[src/hw/rtl/ldr_pkg.sv]
// ----------------------------------------------------------------------------
// ldr_pkg: shared types and constants for the longest distinct run block
// Alphabet size, counter widths, and the control/status/result structs that
// pass between the sequencer, the window datapath and the top level.
// ----------------------------------------------------------------------------
package ldr_pkg;

  localparam int SYM_BITS    = 8;              // alphabet index width
  localparam int ALPHA       = 1 << SYM_BITS;  // alphabet entries / ring depth
  localparam int CNT_BITS    = SYM_BITS + 1;   // window count, 0..ALPHA
  localparam int IN_SYM_BITS = 8;              // raw symbol field width
  localparam int LEN_BITS    = 9;              // length field width

  typedef logic [SYM_BITS-1:0]    sym_t;
  typedef logic [CNT_BITS-1:0]    cnt_t;
  typedef logic [IN_SYM_BITS-1:0] raw_sym_t;
  typedef logic [LEN_BITS-1:0]    len_t;

  // sequencer -> datapath
  typedef struct packed {
    logic latch;   // take the input beat
    logic drop;    // retire oldest window symbol
    logic append;  // insert symbol, load result
  } cmd_t;

  // datapath -> sequencer
  typedef struct packed {
    logic hit;     // symbol already in a non-empty window
  } stat_t;

  // datapath -> output register
  typedef struct packed {
    cnt_t best;
    cnt_t window;
    logic done;
  } res_t;

  // low SYM_BITS bits of the raw symbol, zero-extended if the alphabet is wider
  function automatic sym_t sym_of(raw_sym_t s);
    logic [SYM_BITS+IN_SYM_BITS-1:0] w;
    begin
      w = {{SYM_BITS{1'b0}}, s};
      return w[SYM_BITS-1:0];
    end
  endfunction

endpackage

[src/hw/rtl/ldr_ifs.sv]
// ----------------------------------------------------------------------------
// ldr_ifs: valid/ready channels of the longest distinct run block
// Input beat carries one symbol with string marks; output beat one result.
// ----------------------------------------------------------------------------
interface ldr_in_if;
  import ldr_pkg::*;

  logic     valid;
  logic     ready;
  raw_sym_t symbol;
  logic     first;
  logic     final_req;

  modport source (output valid, symbol, first, final_req, input ready);
  modport sink (input valid, symbol, first, final_req, output ready);
endinterface

interface ldr_out_if;
  import ldr_pkg::*;

  logic valid;
  logic ready;
  len_t best_length;
  len_t window_length;
  logic done_res;

  modport source (output valid, best_length, window_length, done_res, input ready);
  modport sink (input valid, best_length, window_length, done_res, output ready);
endinterface

[src/hw/rtl/ldr_ring.sv]
// ----------------------------------------------------------------------------
// ldr_ring: window symbol ring
// One write port, one read port with registered read data. No reset.
// ----------------------------------------------------------------------------
module ldr_ring (
  input  logic          clk,
  input  logic          we,
  input  ldr_pkg::sym_t waddr,
  input  ldr_pkg::sym_t wdata,
  input  ldr_pkg::sym_t raddr,
  output ldr_pkg::sym_t rdata
);
  import ldr_pkg::*;

  sym_t mem [ALPHA];

  always_ff @(posedge clk) begin
    if (we) begin
      mem[waddr] <= wdata;
    end
    rdata <= mem[raddr];
  end

endmodule

[src/hw/rtl/ldr_window.sv]
// ----------------------------------------------------------------------------
// ldr_window: sliding window datapath
// Presence bitmap, ring pointers, window count and best length. Executes
// one sequencer command per cycle.
// ----------------------------------------------------------------------------
module ldr_window (
  input  logic              clk,
  input  logic              rst,
  input  ldr_pkg::cmd_t     cmd,
  input  ldr_pkg::raw_sym_t symbol,
  input  logic              first,
  input  logic              final_req,
  output ldr_pkg::stat_t    stat,
  output ldr_pkg::res_t     res
);
  import ldr_pkg::*;

  logic [ALPHA-1:0] present;
  sym_t             sym;
  logic             last;
  sym_t             oldest;
  cnt_t             count;
  cnt_t             best;

  sym_t rd_sym;
  sym_t tail;
  cnt_t count_inc;
  cnt_t best_next;

  // ring is read at the oldest position every cycle; a drop uses the value
  // sampled during the preceding check cycle
  ldr_ring u_ring (
    .clk   (clk),
    .we    (cmd.append),
    .waddr (tail),
    .wdata (sym),
    .raddr (oldest),
    .rdata (rd_sym)
  );

  assign tail      = oldest + count[SYM_BITS-1:0];
  assign count_inc = count + cnt_t'(1);
  assign best_next = (count_inc > best) ? count_inc : best;

  assign stat.hit   = present[sym] && (count != '0);
  assign res.best   = best_next;
  assign res.window = count_inc;
  assign res.done   = last;

  always_ff @(posedge clk) begin
    if (cmd.latch) begin
      sym  <= sym_of(symbol);
      last <= final_req;
    end
  end

  always_ff @(posedge clk) begin
    if (rst) begin
      present <= '0;
      oldest  <= '0;
      count   <= '0;
      best    <= '0;
    end else if (cmd.latch) begin
      if (first) begin
        present <= '0;
        oldest  <= '0;
        count   <= '0;
        best    <= '0;
      end
    end else if (cmd.drop) begin
      present[rd_sym] <= 1'b0;
      oldest          <= oldest + sym_t'(1);
      count           <= count - cnt_t'(1);
    end else if (cmd.append) begin
      present[sym] <= 1'b1;
      count        <= count_inc;
      best         <= best_next;
    end
  end

endmodule

[src/hw/rtl/ldr_seq.sv]
// ----------------------------------------------------------------------------
// ldr_seq: item sequencer
// Accept, then alternate check/drop until the symbol is absent, then append.
// ----------------------------------------------------------------------------
module ldr_seq (
  input  logic           clk,
  input  logic           rst,
  input  logic           in_valid,
  input  logic           out_free,
  input  ldr_pkg::stat_t stat,
  output logic           in_ready,
  output ldr_pkg::cmd_t  cmd
);
  import ldr_pkg::*;

  typedef enum logic [1:0] {
    S_IDLE,
    S_CHECK,
    S_DROP
  } state_t;

  state_t state;

  assign in_ready   = (state == S_IDLE);
  assign cmd.latch  = (state == S_IDLE) && in_valid;
  assign cmd.drop   = (state == S_DROP);
  assign cmd.append = (state == S_CHECK) && !stat.hit && out_free;

  always_ff @(posedge clk) begin
    if (rst) begin
      state <= S_IDLE;
    end else begin
      case (state)
        S_IDLE: begin
          if (in_valid) begin
            state <= S_CHECK;
          end
        end
        S_CHECK: begin
          if (stat.hit) begin
            state <= S_DROP;
          end else if (out_free) begin
            state <= S_IDLE;
          end
        end
        S_DROP: begin
          state <= S_CHECK;
        end
        default: begin
          state <= S_IDLE;
        end
      endcase
    end
  end

endmodule

[src/hw/rtl/longest_distinct_run_length.sv]
// ----------------------------------------------------------------------------
// longest_distinct_run_length: longest repeat-free run tracker
// Streams a string one symbol per beat and reports, per symbol, the length
// of the repeat-free window ending there and the best length so far.
// ----------------------------------------------------------------------------
// Usage:
//   items   - input beats: symbol (low SYM_BITS bits used), first marks the
//             start of a new string (clears window and best), final_req
//             marks the last symbol and comes back as done_res.
//   results - one beat per input beat, in order: best_length,
//             window_length, done_res.
// Flow: after its accept, an item runs one check and one drop step per
//   window symbol it pushes out, then a last check whose append step loads
//   its result once the result register is free; the sequencer then goes
//   idle and the next item can be accepted. A symbol is inserted once and
//   dropped at most once. items.ready is high only while the sequencer is
//   idle; one item is worked on at a time.
// Stall: the result register holds a beat until results.ready; the next
//   item is accepted and worked meanwhile, and waits only at its append
//   step for the register to free up.
// Reset: rst (sync, active high) clears the presence bitmap, pointers,
//   counts and the result valid at once; no clearing pass. The ring
//   itself has no reset, only entries inside the window are ever used.
// ----------------------------------------------------------------------------
module longest_distinct_run_length (
  input logic       clk,
  input logic       rst,
  ldr_in_if.sink    items,
  ldr_out_if.source results
);
  import ldr_pkg::*;

  cmd_t  cmd;
  stat_t stat;
  res_t  res;
  logic  out_free;

  // result register is free when empty or being drained this cycle
  assign out_free = !results.valid || results.ready;

  ldr_seq u_seq (
    .clk      (clk),
    .rst      (rst),
    .in_valid (items.valid),
    .out_free (out_free),
    .stat     (stat),
    .in_ready (items.ready),
    .cmd      (cmd)
  );

  ldr_window u_window (
    .clk       (clk),
    .rst       (rst),
    .cmd       (cmd),
    .symbol    (items.symbol),
    .first     (items.first),
    .final_req (items.final_req),
    .stat      (stat),
    .res       (res)
  );

  // output beat register; lengths reported modulo the field width
  always_ff @(posedge clk) begin
    if (rst) begin
      results.valid <= 1'b0;
    end else if (cmd.append) begin
      results.valid <= 1'b1;
    end else if (results.ready) begin
      results.valid <= 1'b0;
    end
  end

  always_ff @(posedge clk) begin
    if (cmd.append) begin
      results.best_length   <= len_t'(res.best);
      results.window_length <= len_t'(res.window);
      results.done_res      <= res.done;
    end
  end

  // never overwrite a result beat that has not been taken
  a_no_overwrite: assert property (@(posedge clk) disable iff (rst)
    cmd.append |-> (!results.valid || results.ready))
    else $error("result loaded over a pending beat");

  // an accepted item makes the block busy: items.ready goes low after an accept
  a_busy_after_accept: assert property (@(posedge clk) disable iff (rst)
    (items.valid && items.ready) |=> !items.ready)
    else $error("input accepted on back-to-back cycles");

  // a drop only follows a check that found the symbol in the window
  a_drop_on_hit: assert property (@(posedge clk) disable iff (rst)
    cmd.drop |-> $past(stat.hit))
    else $error("drop without a presence hit");

  // window length is nonzero and never exceeds the best length at load
  a_window_le_best: assert property (@(posedge clk) disable iff (rst)
    cmd.append |-> (res.window <= res.best) && (res.window != '0))
    else $error("window length out of range");

endmodule

[src/flat_wrapper.sv]
// flat-port wrapper written by rule: the top's interface ports become plain ports
module longest_distinct_run_length_flat import ldr_pkg::*;
  (clk, rst, items_valid, items_symbol, items_first, items_final_req, items_ready, results_valid, results_best_length, results_window_length, results_done_res, results_ready);
  ldr_in_if items_i ();
  ldr_out_if results_i ();
  input logic clk;
  input logic rst;
  input wire logic [$bits(items_i.valid)-1:0] items_valid;
  input wire logic [$bits(items_i.symbol)-1:0] items_symbol;
  input wire logic [$bits(items_i.first)-1:0] items_first;
  input wire logic [$bits(items_i.final_req)-1:0] items_final_req;
  output wire logic [$bits(items_i.ready)-1:0] items_ready;
  output wire logic [$bits(results_i.valid)-1:0] results_valid;
  output wire logic [$bits(results_i.best_length)-1:0] results_best_length;
  output wire logic [$bits(results_i.window_length)-1:0] results_window_length;
  output wire logic [$bits(results_i.done_res)-1:0] results_done_res;
  input wire logic [$bits(results_i.ready)-1:0] results_ready;
  assign items_i.valid = items_valid;
  assign items_i.symbol = items_symbol;
  assign items_i.first = items_first;
  assign items_i.final_req = items_final_req;
  assign items_ready = items_i.ready;
  assign results_valid = results_i.valid;
  assign results_best_length = results_i.best_length;
  assign results_window_length = results_i.window_length;
  assign results_done_res = results_i.done_res;
  assign results_i.ready = results_ready;
  longest_distinct_run_length u_core (.clk(clk), .rst(rst), .items(items_i), .results(results_i));
endmodule
[config.mk]
export PLATFORM = sky130hd
export DESIGN_NAME = longest_distinct_run_length_flat
export DESIGN_NICKNAME = d
export VERILOG_FILES = /design/src/hw/rtl/ldr_pkg.sv /design/src/hw/rtl/ldr_ifs.sv /design/src/hw/rtl/ldr_ring.sv /design/src/hw/rtl/ldr_window.sv /design/src/hw/rtl/ldr_seq.sv /design/src/hw/rtl/longest_distinct_run_length.sv /design/src/flat_wrapper.sv
export SDC_FILE = /design/constraint.sdc
export NUM_CORES = 2
export LEC_CHECK = 0
export BUFFER_PORTS_ARGS = -buffer_cell sky130_fd_sc_hd__buf_2
export CORE_ASPECT_RATIO = 0.9
export CORE_MARGIN = 5
export CORE_UTILIZATION = 38
export CTS_CLUSTER_SIZE = 20
export DETAILED_ROUTE_END_ITERATION = 7
export HOLD_SLACK_MARGIN = 0.15
export PLACE_DENSITY_LB_ADDON = 0.05
export SLEW_MARGIN = 10
export SYNTH_ARGS = -nofsm -noshare
export SYNTH_HDL_FRONTEND = slang
export SYNTH_SLANG_ARGS = --single-unit
[constraint.sdc]
create_clock -name clk -period 24.3 [get_ports clk]
set_input_delay 4.86 -clock clk [delete_from_list [all_inputs] [get_ports clk]]
set_output_delay 4.86 -clock clk [all_outputs]
set_load 0.01 [all_outputs]
* Yosys cells after proc, flatten, opt, wreduce, memory -nomap -nowiden
Memory sizes are Yosys's and may differ from the RTL's. A register that Yosys moved wholly into a read port is not among the register bits. Cells that the tools add are included.
Cells by class: equal/unequal tests 6, $lt $le $gt $ge 5, add/sub/neg operators 4, bitwise operators 3, reductions and logical operators 19, mux-type cells 29
Operator list (number):
- 256-bit two-way mux | 4
- 256-bit bitwise AND | 1
- 256-bit inverter | 1
- 256-bit OR | 1
- 9-bit two-way mux | 8
- 8-bit two-way mux | 3
- 8-bit by 9-bit < comparator with 1-bit output (second input constant) | 2
- 1-bit demux with 8-bit select | 2
- 8-bit by 1-bit greater-or-equal comparator with 1-bit output (second input constant) | 2
- 9-bit by 1-bit adder with 9-bit output (second input constant) | 1
- 9-bit > comparator | 1
- 9-bit nonzero test | 1
- 9-bit by 1-bit subtractor with 9-bit output (second input constant) | 1
- 8-bit by 1-bit adder with 8-bit output (second input constant) | 1
- 8-bit adder | 1
- 1-bit binary-select mux with 8-bit select | 1
- 1-bit two-way mux | 7
- 1-bit logical AND | 6
- 2-bit two-way mux | 3
- 2-bit case mux with 3 select lines | 1
- 2-bit AND reduction | 3
- 2-bit nonzero test | 3
- 2-bit inequality test (second input constant) | 2
- 3-bit inequality test (second input constant) | 1
- 8 further kinds | 9
Word-level totals: output and inout bits 21, register bits after elaboration 313, input bits 14, memories kept 1, memory bits (writable) 2048, logic and storage cells 78
Memories:
- u_core.u_window.u_ring.mem | depth 256, bits a word 8, read ports 1, clocked after Yosys merged registers in 1, write ports 1, RTL line ldr_ring.sv:15 | sym_t mem [ALPHA];

* Logic depth before layout (Yosys ltp)
word-level depth 9, mapped depth 18, depth with buffers taken out 13

* By module
Synthesis repeated with hierarchy kept, for this count alone.
Second synthesis, totals: cells, all modules 5781, area total of the unflattened synthesis 96057.1 sq um
By module, submodules not included:
- ldr_ring | instances 1, area an instance 79556.3 sq um, cells each 3733, sequential area each 61659.1 sq um
- ldr_window | instances 1, area an instance 15780.1 sq um, cells each 2015, sequential area each 5915.7 sq um
- longest_distinct_run_length | instances 1, area an instance 616.8 sq um, cells each 23, sequential area each 590.6 sq um
- ldr_seq | instances 1, area an instance 103.8 sq um, cells each 10, sequential area each 40.0 sq um

* Worst setup path after synthesis
Ideal clock, no wire load.
path kind register to register, start point register u_core.u_window.sym[3], end point memory u_core.u_window.u_ring.mem[102][0] (netlist bit), enable pin, setup slack 16458 ps, library setup time 370 ps, data required time 23930 ps, clock period less this slack 7842 ps, buffers on the path 6, cell stages (with the launch flop) 14, data arrival time 7471 ps, cells stage by stage edfxtp_1 > buf_2 > buf_1 > clkbuf_1 > mux4_2 > nor3b_1 > a2111o_1 > o21ai_0 > o21a_1 > buf_2 > or3b_2 > buf_2 > buf_1 > nor2_1
RTL lines:
- start: declaration | RTL line ldr_window.sv:19 | sym_t sym;
- start signal: assignment | RTL line ldr_window.sv:52 | sym <= sym_of(symbol);
- end: declaration | RTL line ldr_ring.sv:15

* Worst setup path after layout
start point input results_ready, end point memory u_core.u_window.u_ring.mem[178][7] (netlist bit), enable pin
Between the ends: word-level cells in the longest chain between the ends 4
Ends and longest elaborated chain:
- start: declaration | RTL line flat_wrapper.sv:17 | input wire logic [$bits(results_i.ready)-1:0] results_ready;
- 1-bit logical OR | RTL line longest_distinct_run_length.sv:39 | assign out_free = !results.valid || results.ready;
- 1-bit logical AND | RTL line ldr_seq.sv:27 | assign cmd.append = (state == S_CHECK) && !stat.hit && out_free;
- 1-bit two-way mux | RTL line ldr_ring.sv:18 | if (we) begin
- 1-bit two-way mux (implied by the code) | RTL line ldr_ring.sv:19 | mem[waddr] <= wdata;
No other way between the ends.

==> run metrics <==
status completed; RSZ-0062 raised after global routing false; synthesized net count 5084; CP Depth 8; Hold Startpoint u_core.u_window.last; cts-stage hold buffer count 0; period utilization 0.306; post-route design area 108000 um2; clk_skew 0.0387 ns; Core Area 250000 um2; Clock Latency Late Sink 0.83 ns; worst path required time 24.77 ns; DIE AREA 262000 um2; vias per std cell 5.81; Die H 486 um; DP Area 99800 um2; Vias 50100; Synth top area share 0.651; largest net degree at the start of global routing 172; # rows 174; initial DRC count 4811; final hold viol count 0; global-route wire length before repair 394 mm; IO Count 35; Pwr Density 81.1 nW/um2; clock-pin transition on the worst setup and hold timing paths 0.06 ns; Worst Path Max Fanout 34; Commonest cells post-synth 2076 x edfxtp_1, 730 x mux4_2, 320 x nor2_1; R2R cell count 13; Seq/Total Area, Yosys 0.712; CTS sink cnt 2369; slew of the pin with the lowest slew margin 1.24 ns; starting density of the core 0.383; vias in the first global route 50600; slowest cell delay on critical path 0.82 ns; number of synthesized flops with an enable pin 2076; peak supply drop 0.0473 mV; share of cells above drive strength 1 0.249; Ys Warns 0; Tmin final 7.44 ns; asr flop ratio synth 0; Yosys reg bits 2369; Avg Inst Size Synth 19.0 um2; Layout Nets 5130; drt pass-1 iters 5; CP Buf/Inv Count 3; met3 usage 0.0317; Pleak 31.3 nW; synthesized instance count 5048; origin of the worst setup path results_ready; Port Buffer Count 34; hold depth 0; CP top delay family simple AND/OR/NAND/NOR gates; synthesized area 95800 um2; post-synth top area cell edfxtp_1; Netlist cell types 64; total power 0.00879 W; H-Tree Depth 5; TritonCTS clock tree built; GRT Max-Usage Layer met1; DP HPWL 160 mm; RD Place Congestion 0.783; CP Cell Sequence buf_2, nor2b_1, nor2_1, o21a_1, buf_4, or3b_4, buf_4, nor2_1; die extent in x 539 um; Crit-path slowest cell buf_4; Slew Limit Fails 0; fmax 0.134 GHz; worst hold path class reg -> reg; Final setup viols 0; Inst Count DP 8166; reg2reg start u_core.u_window.sym[0]; Final TNS setup 0 ns; DRC viols 0; fin cells 8624; area delta synth->final 13.0%; M2 GR Usage 0.309; Main synth FF type edfxtp_1; Area contributors post-synth edfxtp_1 65%, mux4_2 17%, dfxtp_1 6.1%, o211ai_1 2.0%, a211oi_1 2.0%; post-CTS setup buffers 0; clock buffer depth 4; Max Cap Violations 0; CTS buffer count 270; GR Util met1 0.318; final WL 274 mm; Critical Path AT 7.91 ns; gr ovfl total 0; Root Driver clkbuf_16; gr usage total 0.205; Worst slew margin 0.173; DRT antenna net count 0; count leader, synth edfxtp_1; Critical Path Source Type input pin; Setup crit end kind flip-flop; kind of critical path in -> reg; initial antenna violation count 10; WL per Instance 31.8 um; PostCTS Resize Cnt 0
flip-flops by register name (all words and copies together), names as in the netlist:
name,cells
u_core.u_window.oldest,8
u_core.u_window.last,1
u_core.u_window.u_ring.mem,2048
u_core.u_window.best,9
u_core.results.done_res,1
u_core.u_window.u_ring.rdata,8
u_core.results.best_length,9
u_core.u_window.present,256
u_core.results.valid,1
u_core.u_seq.state,2
u_core.u_window.count,9
u_core.u_window.sym,8
u_core.results.window_length,9
power by group:
| part | leakage, nW | internal, W | total, W | switching [W] |
|---|---|---|---|---|
| Sequential | 21.0 | 0.00445 | 0.00446 | 0.0000124 |
| Combinational | 6.09 | 0.0000729 | 0.000330 | 0.000257 |
| Clock | 4.18 | 0.00239 | 0.00400 | 0.00161 |
| Total | 31.3 | 0.00691 | 0.00879 | 0.00188 |
metrics by stage:
stage | hold slack, ns | setup WS [ns] | util
after global placement | 0.404 | 16.00 | 0.399
after floorplan | 0.400 | 16.46 | -
after global routing | 0.426 | 16.54 | 0.433
final | 0.418 | 16.86 | 0.433
after CTS | 0.420 | 16.88 | 0.433
after detailed placement | 0.406 | 16.03 | 0.399
metal layers:
layer	wire length [um]	part of all wire	vias up
met5	0	0	-
met4	5140	0.019	0
li1	-	-	21100
met2	124000	0.45	1489
met3	14200	0.052	332
met1	131000	0.48	27200
kinds of logic after synthesis:
logic type / after synthesis / synth area share
buffers and inverters: 399 / 0.0172
adders and majority gates: 22 / 0.00295
and+or+nand+nor: 577 / 0.0276
AOI/OAI and AO/OA: 879 / 0.0617
muxes: 776 / 0.176
DFF: 2369 / 0.712
xor gates and xnor gates: 26 / 0.00238
layout make-up:
class	count	area [um2]
clock inverter	121	1240
timing repair buffer	151	1170
antenna	1	2.50
inverter	22	82.6
clock buffer	336	7290
multi-input combinational	2280	26100
fill	21800	142000
tap	3344	4180
sequential	2369	68200
final timing paths:
kind                                   endpoint  slack [ns]
max reg2reg  u_core.u_window.u_ring.mem[178][7]       16.96
max          u_core.u_window.u_ring.mem[178][7]       16.86
min reg2reg             u_core.results.done_res        0.42
min                     u_core.results.done_res        0.42
placed cells by master (no fill, tap or decap), types with 108 or more instances in the layout:
cell type  Yosys  layout
edfxtp_1    2076    2076
mux4_2       730     730
nor2_1       320     305
a21oi_1      291     291
dfxtp_1      293     287
clkbuf_16      0     281
o211ai_1     258     258
a211oi_1     254     254
nand2_1      131     130
buf_4          6     108
Power figures use the tool's default switching activity.
